`src/hw/rtl/dsrm_pkg.sv`:
```
// shared types, constants and helpers for the dot-star pattern matcher
`timescale 1ns / 1ps

package dsrm_pkg;

    // default number of pattern positions
    localparam int MAX_PATTERN_DEF = 32;

    // fixed field widths
    localparam int LEN_W = 6;
    localparam int IDX_W = 5;
    localparam int SYM_W = 8;

    // configuration register places
    localparam logic [0:0] REG_PATTERN_LENGTH = 1'b0;

    // special pattern bytes
    localparam logic [SYM_W-1:0] STAR_BYTE = 8'h2A;
    localparam logic [SYM_W-1:0] DOT_BYTE  = 8'h2E;

    // request kinds carried on tuser
    typedef enum logic [1:0] {
        MODE_LOAD  = 2'd0,
        MODE_BEGIN = 2'd1,
        MODE_TEXT  = 2'd2
    } mode_t;

    // sequencer states
    typedef enum logic [1:0] {
        ST_IDLE = 2'd0,
        ST_RUN  = 2'd1,
        ST_DONE = 2'd2
    } state_t;

    // pattern element against one text byte
    function automatic logic element_hits(input logic [SYM_W-1:0] elem,
                                          input logic [SYM_W-1:0] c);
        element_hits = (elem == DOT_BYTE) || (elem == c);
    endfunction

endpackage

```
`src/hw/rtl/dot_star_regex_matcher.sv`:
```
// dot-star whole-string matcher: pattern memory, row sequencer and ports
`timescale 1ns / 1ps

// Whole-string matcher for patterns of literal bytes, '.' and 'x*'.
// Input stream: tuser[1:0] is the request kind (load pattern byte, begin
// string, text byte); tdata holds pattern_index [4:0] and symbol [12:5].
// A load writes one byte into the pattern memory and gives no result.
// A begin or a text byte gives one result on the output stream:
// tdata[0] is 1 when the text so far matches the whole pattern.
// pattern_length is written over the APB port at addresses 0 to 3 (paddr[2] low).
// A begin or text byte walks the pattern one position per cycle through
// the single read port of the pattern memory, and the next request is
// taken once the result has moved into the output register.
// Reset clears the match row, the length and all handshake state; the
// pattern memory is not cleared and must be loaded before use.
// A stalled receiver holds the result in the output register; one further
// request is worked on and waits in the sequencer until the slot frees.
module dot_star_regex_matcher #(
    parameter int MAX_PATTERN = dsrm_pkg::MAX_PATTERN_DEF
) (
    input  logic        clk,
    input  logic        rst_n,
    // input stream
    input  logic        s_tvalid,
    output logic        s_tready,
    input  logic [15:0] s_tdata,   // pattern_index [4:0], symbol [12:5]
    input  logic [1:0]  s_tuser,   // mode [1:0]
    // output stream
    output logic        m_tvalid,
    input  logic        m_tready,
    output logic [7:0]  m_tdata,   // matched [0]
    // configuration
    input  logic        psel,
    input  logic        penable,
    input  logic        pwrite,
    input  logic [2:0]  paddr,
    input  logic [31:0] pwdata,
    output logic [31:0] prdata,
    output logic        pready
);
    import dsrm_pkg::*;

    localparam int AW = (MAX_PATTERN > 1) ? $clog2(MAX_PATTERN) : 1;
    localparam int JW = $clog2(MAX_PATTERN + 1);
    localparam int RW = MAX_PATTERN + 1;

    // input field split
    logic [IDX_W-1:0] in_idx;
    logic [SYM_W-1:0] in_sym;
    logic [1:0]       in_mode;
    logic             in_acc;

    assign in_idx  = s_tdata[IDX_W-1:0];
    assign in_sym  = s_tdata[IDX_W+SYM_W-1:IDX_W];
    assign in_mode = s_tuser;
    assign in_acc  = s_tvalid && s_tready;

    // configuration register
    logic [LEN_W-1:0] length_reg;
    logic             cfg_wr;

    assign pready = 1'b1;
    assign cfg_wr = psel && penable && pwrite && pready && (paddr[2] == REG_PATTERN_LENGTH);
    assign prdata = (paddr[2] == REG_PATTERN_LENGTH) ? {{(32-LEN_W){1'b0}}, length_reg} : 32'd0;

    always_ff @(posedge clk or negedge rst_n)
    begin
        if (!rst_n)
        begin
            length_reg <= '0;
        end
        else if (cfg_wr)
        begin
            length_reg <= pwdata[LEN_W-1:0];
        end
    end

    // active length, clipped to the store depth
    logic [JW-1:0] n_cur;
    assign n_cur = (32'(length_reg) > 32'(MAX_PATTERN)) ? JW'(MAX_PATTERN)
                                                       : JW'(32'(length_reg));

    // state and sequencer registers
    state_t          state_reg, state_next;
    logic [AW-1:0]   pos_reg;
    logic [JW-1:0]   n_reg;
    logic            is_text_reg;
    logic [SYM_W-1:0] sym_reg;
    logic [SYM_W-1:0] prev_elem_reg;
    logic [RW-1:0]   row_reg;
    logic [RW-1:0]   new_row_reg;
    logic            result_reg;
    logic            out_valid_reg;
    logic            out_data_reg;

    // pattern memory with registered read
    logic [SYM_W-1:0] mem [MAX_PATTERN];
    logic [SYM_W-1:0] rd_data_reg;
    logic [AW-1:0]    rd_addr;
    logic             mem_wr;
    logic [AW-1:0]    wr_addr;

    assign mem_wr  = in_acc && (in_mode == MODE_LOAD) && (32'(in_idx) < 32'(MAX_PATTERN));
    assign wr_addr = AW'(32'(in_idx));
    assign rd_addr = (state_reg == ST_RUN) ? AW'(32'(pos_reg) + 1) : '0;

    always_ff @(posedge clk)
    begin
        if (mem_wr)
        begin
            mem[wr_addr] <= in_sym;
        end
        rd_data_reg <= mem[rd_addr];
    end

    // one row position per cycle
    logic [JW-1:0] j_cur, jm1, jm2;
    logic          is_star, step_bit, last_step;
    logic [RW-1:0] new_row_upd;

    assign j_cur     = JW'(32'(pos_reg) + 1);
    assign jm1       = JW'(32'(pos_reg));
    assign jm2       = JW'(32'(pos_reg) - 1);
    assign is_star   = (rd_data_reg == STAR_BYTE);
    assign last_step = (j_cur == n_reg);

    always_comb
    begin
        if (is_star)
        begin
            step_bit = (pos_reg != '0) &&
                       (new_row_reg[jm2] ||
                        (is_text_reg && row_reg[j_cur] &&
                         element_hits(prev_elem_reg, sym_reg)));
        end
        else
        begin
            step_bit = is_text_reg && row_reg[jm1] && element_hits(rd_data_reg, sym_reg);
        end
        new_row_upd        = new_row_reg;
        new_row_upd[j_cur] = step_bit;
    end

    // output slot
    logic out_free;
    assign out_free = !out_valid_reg || m_tready;
    assign m_tvalid = out_valid_reg;
    assign m_tdata  = {7'd0, out_data_reg};

    // next state and handshake
    always_comb
    begin
        state_next = state_reg;
        s_tready   = 1'b0;
        case (state_reg)
            ST_IDLE:
            begin
                s_tready = 1'b1;
                if (s_tvalid && (in_mode == MODE_BEGIN || in_mode == MODE_TEXT))
                begin
                    state_next = (n_cur == '0) ? ST_DONE : ST_RUN;
                end
            end
            ST_RUN:
            begin
                if (last_step)
                begin
                    state_next = ST_DONE;
                end
            end
            ST_DONE:
            begin
                if (out_free)
                begin
                    state_next = ST_IDLE;
                end
            end
            default:
            begin
                state_next = ST_IDLE;
            end
        endcase
    end

    // state register
    always_ff @(posedge clk or negedge rst_n)
    begin
        if (!rst_n)
        begin
            state_reg <= ST_IDLE;
        end
        else
        begin
            state_reg <= state_next;
        end
    end

    // row and result registers
    always_ff @(posedge clk or negedge rst_n)
    begin
        if (!rst_n)
        begin
            row_reg       <= '0;
            out_valid_reg <= 1'b0;
        end
        else
        begin
            if (state_reg == ST_DONE && out_free)
            begin
                out_valid_reg <= 1'b1;
            end
            else if (m_tready)
            begin
                out_valid_reg <= 1'b0;
            end
            if (state_reg == ST_RUN && last_step)
            begin
                row_reg <= new_row_upd;
            end
            else if (state_reg == ST_IDLE && in_acc && n_cur == '0 &&
                     (in_mode == MODE_BEGIN || in_mode == MODE_TEXT))
            begin
                row_reg <= (in_mode == MODE_BEGIN) ? RW'(1) : '0;
            end
        end
    end

    // sequencer payload
    always_ff @(posedge clk)
    begin
        case (state_reg)
            ST_IDLE:
            begin
                pos_reg       <= '0;
                n_reg         <= n_cur;
                is_text_reg   <= (in_mode == MODE_TEXT);
                sym_reg       <= in_sym;
                new_row_reg   <= (in_mode == MODE_BEGIN) ? RW'(1) : '0;
                result_reg    <= (in_mode == MODE_BEGIN);
            end
            ST_RUN:
            begin
                pos_reg       <= AW'(32'(pos_reg) + 1);
                prev_elem_reg <= rd_data_reg;
                new_row_reg   <= new_row_upd;
                result_reg    <= step_bit;
            end
            ST_DONE:
            begin
                if (out_free)
                begin
                    out_data_reg <= result_reg;
                end
            end
            default:
            begin
                pos_reg <= '0;
            end
        endcase
    end

    // checks
    a_run_in_range: assert property (@(posedge clk) disable iff (!rst_n)
        (state_reg == ST_RUN) |-> (j_cur <= n_reg))
        else $error("row walk past active length");

    a_load_stays_idle: assert property (@(posedge clk) disable iff (!rst_n)
        (state_reg == ST_IDLE && in_acc && in_mode == MODE_LOAD) |=> (state_reg == ST_IDLE))
        else $error("pattern load started a row update");

    a_result_from_done: assert property (@(posedge clk) disable iff (!rst_n)
        $rose(m_tvalid) |-> $past(state_reg == ST_DONE))
        else $error("result shown without a finished row");

    a_run_ends_done: assert property (@(posedge clk) disable iff (!rst_n)
        (state_reg == ST_RUN && last_step) |=> (state_reg == ST_DONE))
        else $error("row walk did not finish");

endmodule
```
`config.mk`:
```
export PLATFORM = sky130hd
export DESIGN_NAME = dot_star_regex_matcher
export DESIGN_NICKNAME = d
export VERILOG_FILES = /design/src/hw/rtl/dsrm_pkg.sv /design/src/hw/rtl/dot_star_regex_matcher.sv
export SDC_FILE = /design/constraint.sdc
export NUM_CORES = 1
export LEC_CHECK = 0
export ABC_AREA = 1
export BUFFER_PORTS_ARGS = -buffer_cell sky130_fd_sc_hd__buf_2
export CELL_PAD_IN_SITES_DETAIL_PLACEMENT = 0
export CELL_PAD_IN_SITES_GLOBAL_PLACEMENT = 1
export CORE_UTILIZATION = 48
export DETAILED_ROUTE_END_ITERATION = 16
export GPL_TIMING_DRIVEN = 0
export PLACE_DENSITY_LB_ADDON = 0.08
export REMOVE_ABC_BUFFERS = 1
export SETUP_SLACK_MARGIN = 0.5
export SYNTH_ARGS = -nofsm -noshare
export SYNTH_HDL_FRONTEND = slang
export SYNTH_SLANG_ARGS = --single-unit
```
`constraint.sdc`:
```
create_clock -name clk -period 3.8 [get_ports clk]
set_clock_uncertainty 0.2 [all_clocks]
set_input_delay 0.38 -clock clk [delete_from_list [all_inputs] [get_ports clk]]
set_output_delay 0.38 -clock clk [all_outputs]
set_load 0.02 [all_outputs]
```
==> results.md, run 1 <==
- Status: finished, final reports clean
- Multi-input logic area: 0.00553 sq mm
- Worst path max stage delay: 390 ps
- Post-route minimum period: 3360 ps
- Die Ht: 189 microns
- Num CTS Buffers: 41
- Largest family of logic cells by synthesized area: simple AND/OR/NAND/NOR gates
- Synth Cell Area: 0.0168 sq mm
- Worst-Margin Slew: 1050 ps
- GRT Util Overall: 0.268
- First-pass iteration count of the detailed router: 5
- Pint: 0.00959 W
- Global route overflow: 0
- Root Buffer: clkbuf_16
- Final period util: 0.885
- Clock Latency Late Sink: 560 ps
- H-tree depth: 2
- Detailed Place HPWL: 26.1 mm
- Clock tree buffer depth: 3
- Synthesis Warnings: 0
- Cells after Synth: 1614
- Distinct cells, synth: 50
- Util after Layout: 0.580
- Layout area overhead: 18.9%
- Worst path slowest cell: edfxtp_1
- Max FFs per register: 256
- Vias in the first global route: 11666
- Seq/Total Area, Yosys: 0.641
- Pwr per Cell Area: 766 mW/mm^2
- Mapped Avg Cell Area: 10.4 sq um
- Chip Width: 189 microns
- Net Switching: 0.00574 W
- Combinational power share: 0.384
- # diodes: 0
- Critical-path maximum fanout: 8
- Final wirelength: 48.0 mm
- RSZ-0062 raised after global routing: true
- TritonCTS clock tree: done
- CP Capture Type: flop
- Port Buffers: 37
- Register Area: 0.0108 sq mm
- Clock sink total: 369
- Clock power share: 0.273
- Final Hold Viols: 0
- Crit Path Class: flop to flop
- Vias per inst: 5.65
- Slew Limit Fails: 0
- Routed len/inst: 22.2 microns
- DR iter-0 viols: 982
- Clock transition at the registers of the reported paths: 60 ps
- Number of synthesized flops with an enable pin: 319
- First-pass GRT wire length: 70.9 mm
- Final net count: 1743
- Post-Synth Adder-Cell Area: 0.00372
- Site row count: 68
- DRC viols: 0
- Setup TNS Final: 0 ps
- Crit path required time: 3900 ps
- Setup Viol. Count Final: 0
- Mux share of post-synthesis cell area: 0.00126
- Fmax: 297 MHz
- Slew HR: 0.301
- Antenna Nets Post-Route: 0
- Compound-Gate Fraction of Synth Area: 0.106
- Max-cap violations: 0
- Dominant synthesized flop cell: edfxtp_1
- Die ar.: 0.0358 sq mm
- Crit path launch type: flop
- GP Congestion: 0.812
- Core area: 0.0345 sq mm
- Sw frac: 0.374
- XOR/XNOR Fraction of Synth Area: 0.00892
- WP data arrival: 3460 ps
- Share of cells above drive strength 1: 0.182
- CP top delay family: buffers and inverters
- Pin count of the biggest net entering global routing: 43
- HP Class: primary input to flop
- Top Ports: 103
- Async SR Flop Fraction: 0.114
- Simple-Gate Fraction of Synth Area: 0.175
- Crit path buf inv count: 9
- VDD IR max: 0.000414 V
- Layout fillers: 2918
- Initial Util: 0.487
- #FFs+latches synth: 369
- Sequential Power Share: 0.342
- Initial antenna violation count: 0
- Routed vias: 12236
- Critical path cell sequence: clkbuf_16 > buf_16 > buf_16 > inv_16 > buf_16 > ha_4 > clkinvlp_4 > buf_6 > a21oi_1 > o21ai_1 > nand3_1 > nand3_1 > nand2_1 > nand3b_1 > nand3_2 > nand2_2 > nand2_2 > nand2_4 > buf_12 > inv_16 > nand2_2 > nand2_1 > nor2_1
- Leak Pwr: 7.43 nW
-- synth_stat cells, types with 10 or more instances --
cell | instances | area share
edfxtp_1 | 319 | 0.57
o22ai_1 | 43 | 0.016
a221oi_1 | 13 | 0.0068
o21ai_0 | 140 | 0.042
nor2_1 | 244 | 0.054
or2_2 | 24 | 0.0089
nand3_1 | 105 | 0.031
a21oi_1 | 61 | 0.018
xnor2_1 | 11 | 0.0057
nand2_2 | 21 | 0.0078
inv_1 | 81 | 0.018
dfrtp_1 | 42 | 0.062
buf_2 | 35 | 0.010
clkbuf_1 | 36 | 0.0080
buf_4 | 43 | 0.019
nand2_1 | 281 | 0.063
o211ai_1 | 10 | 0.0045
-- power by group through the flow --
| stage | combinational (W) | sequential, W | clock, W |
|---|---|---|---|
| after global routing | 0.00638 | 0.00530 | 0.00438 |
| after global placement | 0.00432 | 0.00547 | 0 |
| after CTS | 0.00559 | 0.00524 | 0.00424 |
| final | 0.00589 | 0.00525 | 0.00419 |
| after detailed placement | 0.00472 | 0.00537 | 0 |
| after floorplan | 0.00291 | 0.00529 | 0 |
-- final timing paths --
kind	endpoint	start	slack [ps]	cells past startpoint
max	new_row_reg[26]$_SDFFCE_PN0P_	pos_reg[0]$_DFFE_PN_	440	23
min	is_text_reg$_DFFE_PP_	s_tuser[0]	70	3
max reg2reg	new_row_reg[26]$_SDFFCE_PN0P_	pos_reg[0]$_DFFE_PN_	440	23
min reg2reg	out_data_reg$_DFFE_PP_	result_reg$_DFFE_PP_	230	0
max in group asynchronous	state_reg[1]$_DFFE_PN0P_	rst_n	2310	2
min in group asynchronous	row_reg[29]$_DFFE_PN0P_	rst_n	370	2
-- placed cells by master (no fill, tap or decap), drive strengths merged, types with 10 or more instances in the layout --
cell type    Yosys  final
nor2           246    247
o211ai          10     10
clkinv           2     16
a221oi          13     13
buf             88     87
edfxtp         319    319
a21oi           61     61
or2             24     24
conb             2     34
clkbuf          36     51
bufinv           0     10
o22ai           43     43
o21ai          140    140
dfrtp           42     42
inv             87     88
nand3          106    106
xnor2           12     12
nand2          302    303
dlygate4sd3      0     10
-- worst min-delay path, cell delays in order --
cell   delay (ps)
buf_2         110
inv_1          70
ha_1          140
-- timing repair --
item | 4_1_cts | 5_1_grt
setup buffers | 32 | 6
pin swaps | 8 | 23
setup endpoints to repair | 327 | 332
cloned | 12 | 3
hold endpoints to repair | 53 | 0
hold buffers | 10 | 0
resized for setup | 79 | 79
-- area by class of cell --
class | count | share of cell area
inverters | 89 | 0.0232
clock buffers | 50 | 0.0540
well taps | 455 | 0.0284
clock inverters | 26 | 0.0169
repair inverters | 7 | 0.00512
repair buffers | 104 | 0.0572
multi-input cells | 1066 | 0.276
flip-flops and latches | 369 | 0.539
-- stage by stage --
step / cells / cell area (sq um) / hold slack (ps) / setup WS, ps / power, W
6_report: 2166 / 20000 / 68.4 / 438 / 0.0153
4_1_cts: 2157 / 19600 / 67.4 / 293 / 0.0151
3_3_place_gp: 2014 / 17000 / 206 / -8040 / 0.00979
5_1_grt: 2166 / 20000 / 88.1 / 296 / 0.0161
3_5_place_dp: 2027 / 17300 / 218 / -2730 / 0.0101
2_1_floorplan: 1522 / 16200 / -116 / -2300 / 0.00821
-- per-layer routing --
metal  up-vias  wire length, microns  track usage
li1       5702                     -            -
met5         -                     0            0
met1      6016                 19900        0.351
met3       110                  2790       0.0402
met4         0                  1770        0.109
met2       408                 23600        0.447
-- cell families (layout without fill, tap and decap cells) --
| family | Yosys count | after routing |
|---|---|---|
| simple gates | 702 | 704 |
| flops | 369 | 369 |
| compound gates | 306 | 306 |
| buf+inv | 213 | 276 |
| xor+xnor | 15 | 15 |
| fa+ha+maj | 5 | 5 |
| other cells | 2 | 34 |
| mux | 2 | 2 |
(Power assumes the default switching activity.)
==> run 2, diff against run 1 <==
REMOVE_ABC_BUFFERS = unset   (was 1)
==> results.md, run 2 (same netlist as run 1, synthesis figures left out) <==
- Num CTS Buffers: 41 (unchanged)
- Combinational power share: 0.405 (+0.021)
- Sw frac: 0.397 (+0.0228)
- Clock transition at the registers of the reported paths: 60 ps (about the same)
- Final worst slack: 452 ps (+13.4 ps)
- Slew HR: 0.322 (+0.0210)
- Worst path slowest cell: nor2_2
- Pwr per Cell Area: 755 mW/mm^2 (-1.4%)
- Commonest non-fill, non-tap cell in the layout: edfxtp_1
- Global route overflow: 0 (unchanged)
- Clock tree buffer depth: 3 (unchanged)
- Vias per inst: 5.71 (+1.1%)
- Worst path max stage delay: 730 ps (+340 ps)
- Port Buffers: 37 (unchanged)
- GRT Util Overall: 0.298 (+0.0301)
- Top Ports: 103 (unchanged)
- Pint: 0.00935 W (-2.5%)
- Crit path buf inv count: 0 (-9)
- First-pass iteration count of the detailed router: 5 (unchanged)
- TritonCTS clock tree: done
- WP data arrival: 3340 ps (-120 ps)
- Slew Limit Fails: 0 (unchanged)
- Pin count of the biggest net entering global routing: 43 (unchanged)
- Initial antenna violation count: 0 (unchanged)
- Max-cap violations: 0 (unchanged)
- Vias in the first global route: 12093 (+3.7%)
- Multi-input logic area: 0.00586 sq mm (+6.1%)
- Net Switching: 0.00616 W (+7.3%)
- Layout area overhead: 22.0%
- Final wirelength: 53.6 mm (+12%)
- CP top delay family: simple AND/OR/NAND/NOR gates
- RSZ-0062 raised after global routing: true
- Final Hold Viols: 0 (unchanged)
- Clock power share: 0.257 (-0.016)
- Layout fillers: 2910 (-0.27%)
- GP Congestion: 0.929 (+14%)
- VDD IR max: 0.000463 V (+12%)
- Final period util: 0.881 (-0.00352)
- Post-route minimum period: 3350 ps (-13.4 ps)
- Crit path launch type: flop
- Setup TNS Final: 0 ps (unchanged)
- HP Class: primary input to flop
- DRC viols: 0 (unchanged)
- Dpl cell area: 0.0177 sq mm (+2.3%)
- Share of cells above drive strength 1: 0.249 (+0.0670)
- Clock Latency Late Sink: 560 ps (about the same)
- Die Ht: 189 microns (unchanged)
- Site row count: 68 (unchanged)
- Worst-Margin Slew: 1020 ps (-31.6 ps)
- Register Area: 0.0108 sq mm (about the same)
- Crit path required time: 3790 ps (-110 ps)
- Pre-CTS WS: -1240 ps (+1490 ps)
- Critical-path maximum fanout: 19 (+11)
- Crit Path Class: flop to flop
- Initial Util: 0.487 (unchanged)
- Root Buffer: clkbuf_16
- R2r setup slk: 450 ps (about the same)
- CP Capture Type: flop
- Sequential Power Share: 0.338 (-0.004)
- Most frequent cells in the layout: edfxtp_1 (319), nand2_1 (246), nor2_1 (208)
- Clock sink total: 369 (unchanged)
- Chip Width: 189 microns (unchanged)
- DR iter-0 viols: 1314 (+34%)
- Cell area after layout: 0.0205 sq mm (+2.6%)
- Final net count: 1831 (+5.0%)
- Routed len/inst: 23.8 microns (+7.4%)
- Fmax: 299 MHz (+0.40%)
- First-pass GRT wire length: 77.2 mm (+8.9%)
- Max FFs per register: 256 (unchanged)
- Setup Viol. Count Final: 0 (unchanged)
- Detailed Place HPWL: 34.7 mm (+33%)
- Status: finished, final reports clean
- # diodes: 0 (unchanged)
- Leak Pwr: 7.71 nW (+3.6%)
- Die ar.: 0.0358 sq mm (unchanged)
- Critical path cell sequence: nor2_4 > and3_1 > nand3_1 > nor2_2
- H-tree depth: 2 (unchanged)
- Routed vias: 12856 (+5.1%)
- Core area: 0.0345 sq mm (unchanged)
- Antenna Nets Post-Route: 0 (unchanged)
## run 2: cell count changes in the layout (fill, tap and decap cells not counted), sizes merged
cell | before | now
bufbuf | 6 | 0
bufinv | 10 | 4
buf | 87 | 160
clkinv | 16 | 15
inv | 88 | 89
nor2 | 247 | 246
clkbuf | 51 | 82
clkinvlp | 8 | 4
nand2 | 303 | 302
## run 2: what timing repair did
item,CTS,global route
pin swaps,7,37
resized for setup,151,154
hold buffers,10,0
buffers inserted,15,11
endpoints found under the hold margin,53,0
cloned,3,1
endpoints found under the setup margin,335,140
## run 2: power by group through the flow
stage / logic, W / clock network, W / registers (W)
after floorplan: 0.00324 / 0 / 0.00520
after global placement: 0.00515 / 0 / 0.00530
after detailed placement: 0.00519 / 0 / 0.00531
after CTS: 0.00582 / 0.00401 / 0.00524
after global routing: 0.00668 / 0.00415 / 0.00529
final: 0.00628 / 0.00399 / 0.00524
## run 2: tightest hold or removal path, delay by kind of cell
kind	cells	cell delay (ps)
compound gates	1	50
simple gates	2	230
buf+inv	1	70
## run 2: layout make-up
| class | count | share of cell area |
|---|---|---|
| Buffer | 124 | 0.0482 |
| Multi-Input combinational cell | 1064 | 0.285 |
| Inverter | 89 | 0.0181 |
| Sequential cell | 369 | 0.525 |
| Timing Repair Buffer | 77 | 0.0304 |
| Tap cell | 455 | 0.0277 |
| Clock buffer | 51 | 0.0543 |
| Clock inverter | 23 | 0.0109 |
## run 2: metrics by stage
stage	hold WS, ps	total power [W]	utilization	std cells
after global routing	64.7	0.0161	0.595	2252
final	26.6	0.0155	0.595	2252
after CTS	11.2	0.0151	0.575	2240
after detailed placement	226	0.0105	0.513	2138
after global placement	235	0.0104	0.513	2138
after floorplan	-116	0.00845	-	1646
## run 2: final timing paths
check / end / start / depth (start not counted)
worst max-delay path: mem[30][1]$_DFFE_PP_ / state_reg[0]$_DFFE_PN0P_ / 4
worst min-delay path: length_reg[5]$_DFFE_PN0P_ / penable / 4
worst max register to register: mem[30][1]$_DFFE_PP_ / state_reg[0]$_DFFE_PN0P_ / 4
worst min register to register: out_data_reg$_DFFE_PP_ / result_reg$_DFFE_PP_ / 0
max in group asynchronous: length_reg[4]$_DFFE_PN0P_ / rst_n / 2
min in group asynchronous: row_reg[13]$_DFFE_PN0P_ / rst_n / 2
## run 2: metal layers
layer	track usage	wire length [microns]
met1	0.388	21500
met2	0.502	26300
met3	0.0393	3850
met4	0.125	1980
met5	0	0
==> run 3, diff against run 2 <==
RECOVER_POWER = 50   (was unset)
==> results.md, run 3 (same netlist as run 1, synthesis figures left out) <==
- Crit path launch type: flop
- GP Congestion: 0.929 (unchanged)
- Global route overflow: 0 (unchanged)
- CP Capture Type: flop
- Dpl cells: 2138 (unchanged)
- Top Ports: 103 (unchanged)
- RSZ-0062 raised after global routing: true
- WHS: 26.9 ps (+0.267 ps)
- Hold_sp: penable
- Max FFs per register: 256 (unchanged)
- Clock Latency Late Sink: 560 ps (about the same)
- Core area: 0.0345 sq mm (unchanged)
- # diodes: 0 (unchanged)
- First-pass iteration count of the detailed router: 7 (+2)
- Share of cells above drive strength 1: 0.243 (-0.00556)
- Layout area overhead: 22.0% (about the same)
- TritonCTS clock tree: done
- DR iter-0 viols: 1316 (+0.15%)
- Worst setup path start: state_reg[0]$_DFFE_PN0P_
- Failing checks: capacitance limit, slew limit
- Crit Path Class: flop to flop
- Clock tree buffer depth: 3 (unchanged)
- WP data arrival: 3350 ps (about the same)
- VDD IR max: 0.000463 V (about the same)
- Clock transition at the registers of the reported paths: 60 ps (about the same)
- Slew Limit Fails: 315 (+315)
- Post-route minimum period: 3360 ps (+15.0 ps)
- H-tree depth: 2 (unchanged)
- Slew HR: -0.627 (-0.949)
- Clock sink total: 369 (unchanged)
- First-pass GRT wire length: 77.2 mm (unchanged)
- Critical-path maximum fanout: 19 (unchanged)
- Detailed Place HPWL: 34.7 mm (unchanged)
- Final wirelength: 53.6 mm (about the same)
- Crit path required time: 3790 ps (about the same)
- Site row count: 68 (unchanged)
- Root Buffer: clkbuf_16
- Most frequent cells in the layout: edfxtp_1 (319), nand2_1 (246), nor2_1 (208)
- Status: finished, violations left
- GRT Util Overall: 0.298 (unchanged)
- Die Ht: 189 microns (unchanged)
- HP Class: primary input to flop
- Routed len/inst: 23.8 microns (about the same)
- Routed vias: 12859 (+0.023%)
- Leak Pwr: 7.68 nW (-0.36%)
- Max-cap violations: 9 (+9)
- Commonest non-fill, non-tap cell in the layout: edfxtp_1
- DRC viols: 0 (unchanged)
- Final net count: 1831 (unchanged)
- R2r startpoint: state_reg[0]$_DFFE_PN0P_
- Non-filler cells in the finished layout: 2252 (unchanged)
- Fmax: 297 MHz (-0.45%)
- Num CTS Buffers: 41 (unchanged)
- Final Hold Viols: 0 (unchanged)
- Worst-Margin Slew: 2440 ps (+1420 ps)
- Port Buffers: 37 (unchanged)
- Initial antenna violation count: 0 (unchanged)
- Antenna Nets Post-Route: 0 (unchanged)
- Vias per inst: 5.71 (about the same)
- Vias in the first global route: 12093 (unchanged)
- Die ar.: 0.0358 sq mm (unchanged)
- Total power: 0.0155 W (about the same)
- Chip Width: 189 microns (unchanged)
- Initial Util: 0.487 (unchanged)
- Final period util: 0.885 (+0.00396)
- Setup Viol. Count Final: 0 (unchanged)
- Pin count of the biggest net entering global routing: 43 (unchanged)
- Pwr per Cell Area: 755 mW/mm^2 (about the same)
run 3: cell count changes in the layout (fill, tap and decap cells not counted):
cell,previous run,this run
clkbuf_1,20,30
buf_2,63,53
run 3: metal layers:
layer | routed length, microns | vias up | GRT usage
met5 | 0 | - | 0
met2 | 26300 | 606 | 0.502
met3 | 3910 | 118 | 0.0393
met1 | 21500 | 6245 | 0.388
li1 | - | 5890 | -
met4 | 1980 | 0 | 0.125
run 3: cell type report:
cell class	instances	area (sq um)
fill	2914	14000
sequential	369	10800
multi-input combinational	1064	5860
clock buffer	51	1120
buffer	124	990
timing repair buffer	77	612
tap	455	569
inverter	89	372
clock inverter	23	224
run 3: worst max-delay path, cell delays in order (launching register included):
cell,delay (ps)
dfrtp_1,460
nor2_4,480
and3_1,420
nand3_1,710
nor2_2,740
run 3: metrics by stage:
step	TNS [ps]	utilization	cell area (sq um)	setup slack [ps]
3_3_place_gp	-111860	0.513	17700	-1240
4_1_cts	0	0.575	19800	460
5_1_grt	0	0.595	20500	330
3_5_place_dp	-70410	0.513	17700	-1240
2_1_floorplan	0	-	17000	535
6_report	0	0.595	20500	436
run 3: worst paths after layout:
| check | to | slack [ps] | cells past startpoint |
|---|---|---|---|
| min in group asynchronous | row_reg[13]$_DFFE_PN0P_ | 920 | 2 |
| setup reg to reg | mem[30][4]$_DFFE_PP_ | 440 | 4 |
| setup / recovery | mem[30][4]$_DFFE_PP_ | 440 | 4 |
| hold reg to reg | out_data_reg$_DFFE_PP_ | 240 | 0 |
| hold / removal | length_reg[5]$_DFFE_PN0P_ | 30 | 4 |
| max in group asynchronous | length_reg[4]$_DFFE_PN0P_ | 1080 | 2 |
run 3: power breakdown:
part,internal [W],switching [W]
clock,0.00231,0.00168
combinational,0.00211,0.00417
sequential,0.00493,0.000320
total,0.00935,0.00616
run 3: timing repair:
item / 4_1_cts / 5_1_grt
cloned: 3 / 1
endpoints found under the hold margin: 53 / 0
pin swaps: 7 / 37
setup buffers: 15 / 11
setup endpoints to repair: 335 / 140
gates resized for setup: 151 / 154
hold buffers: 10 / 0
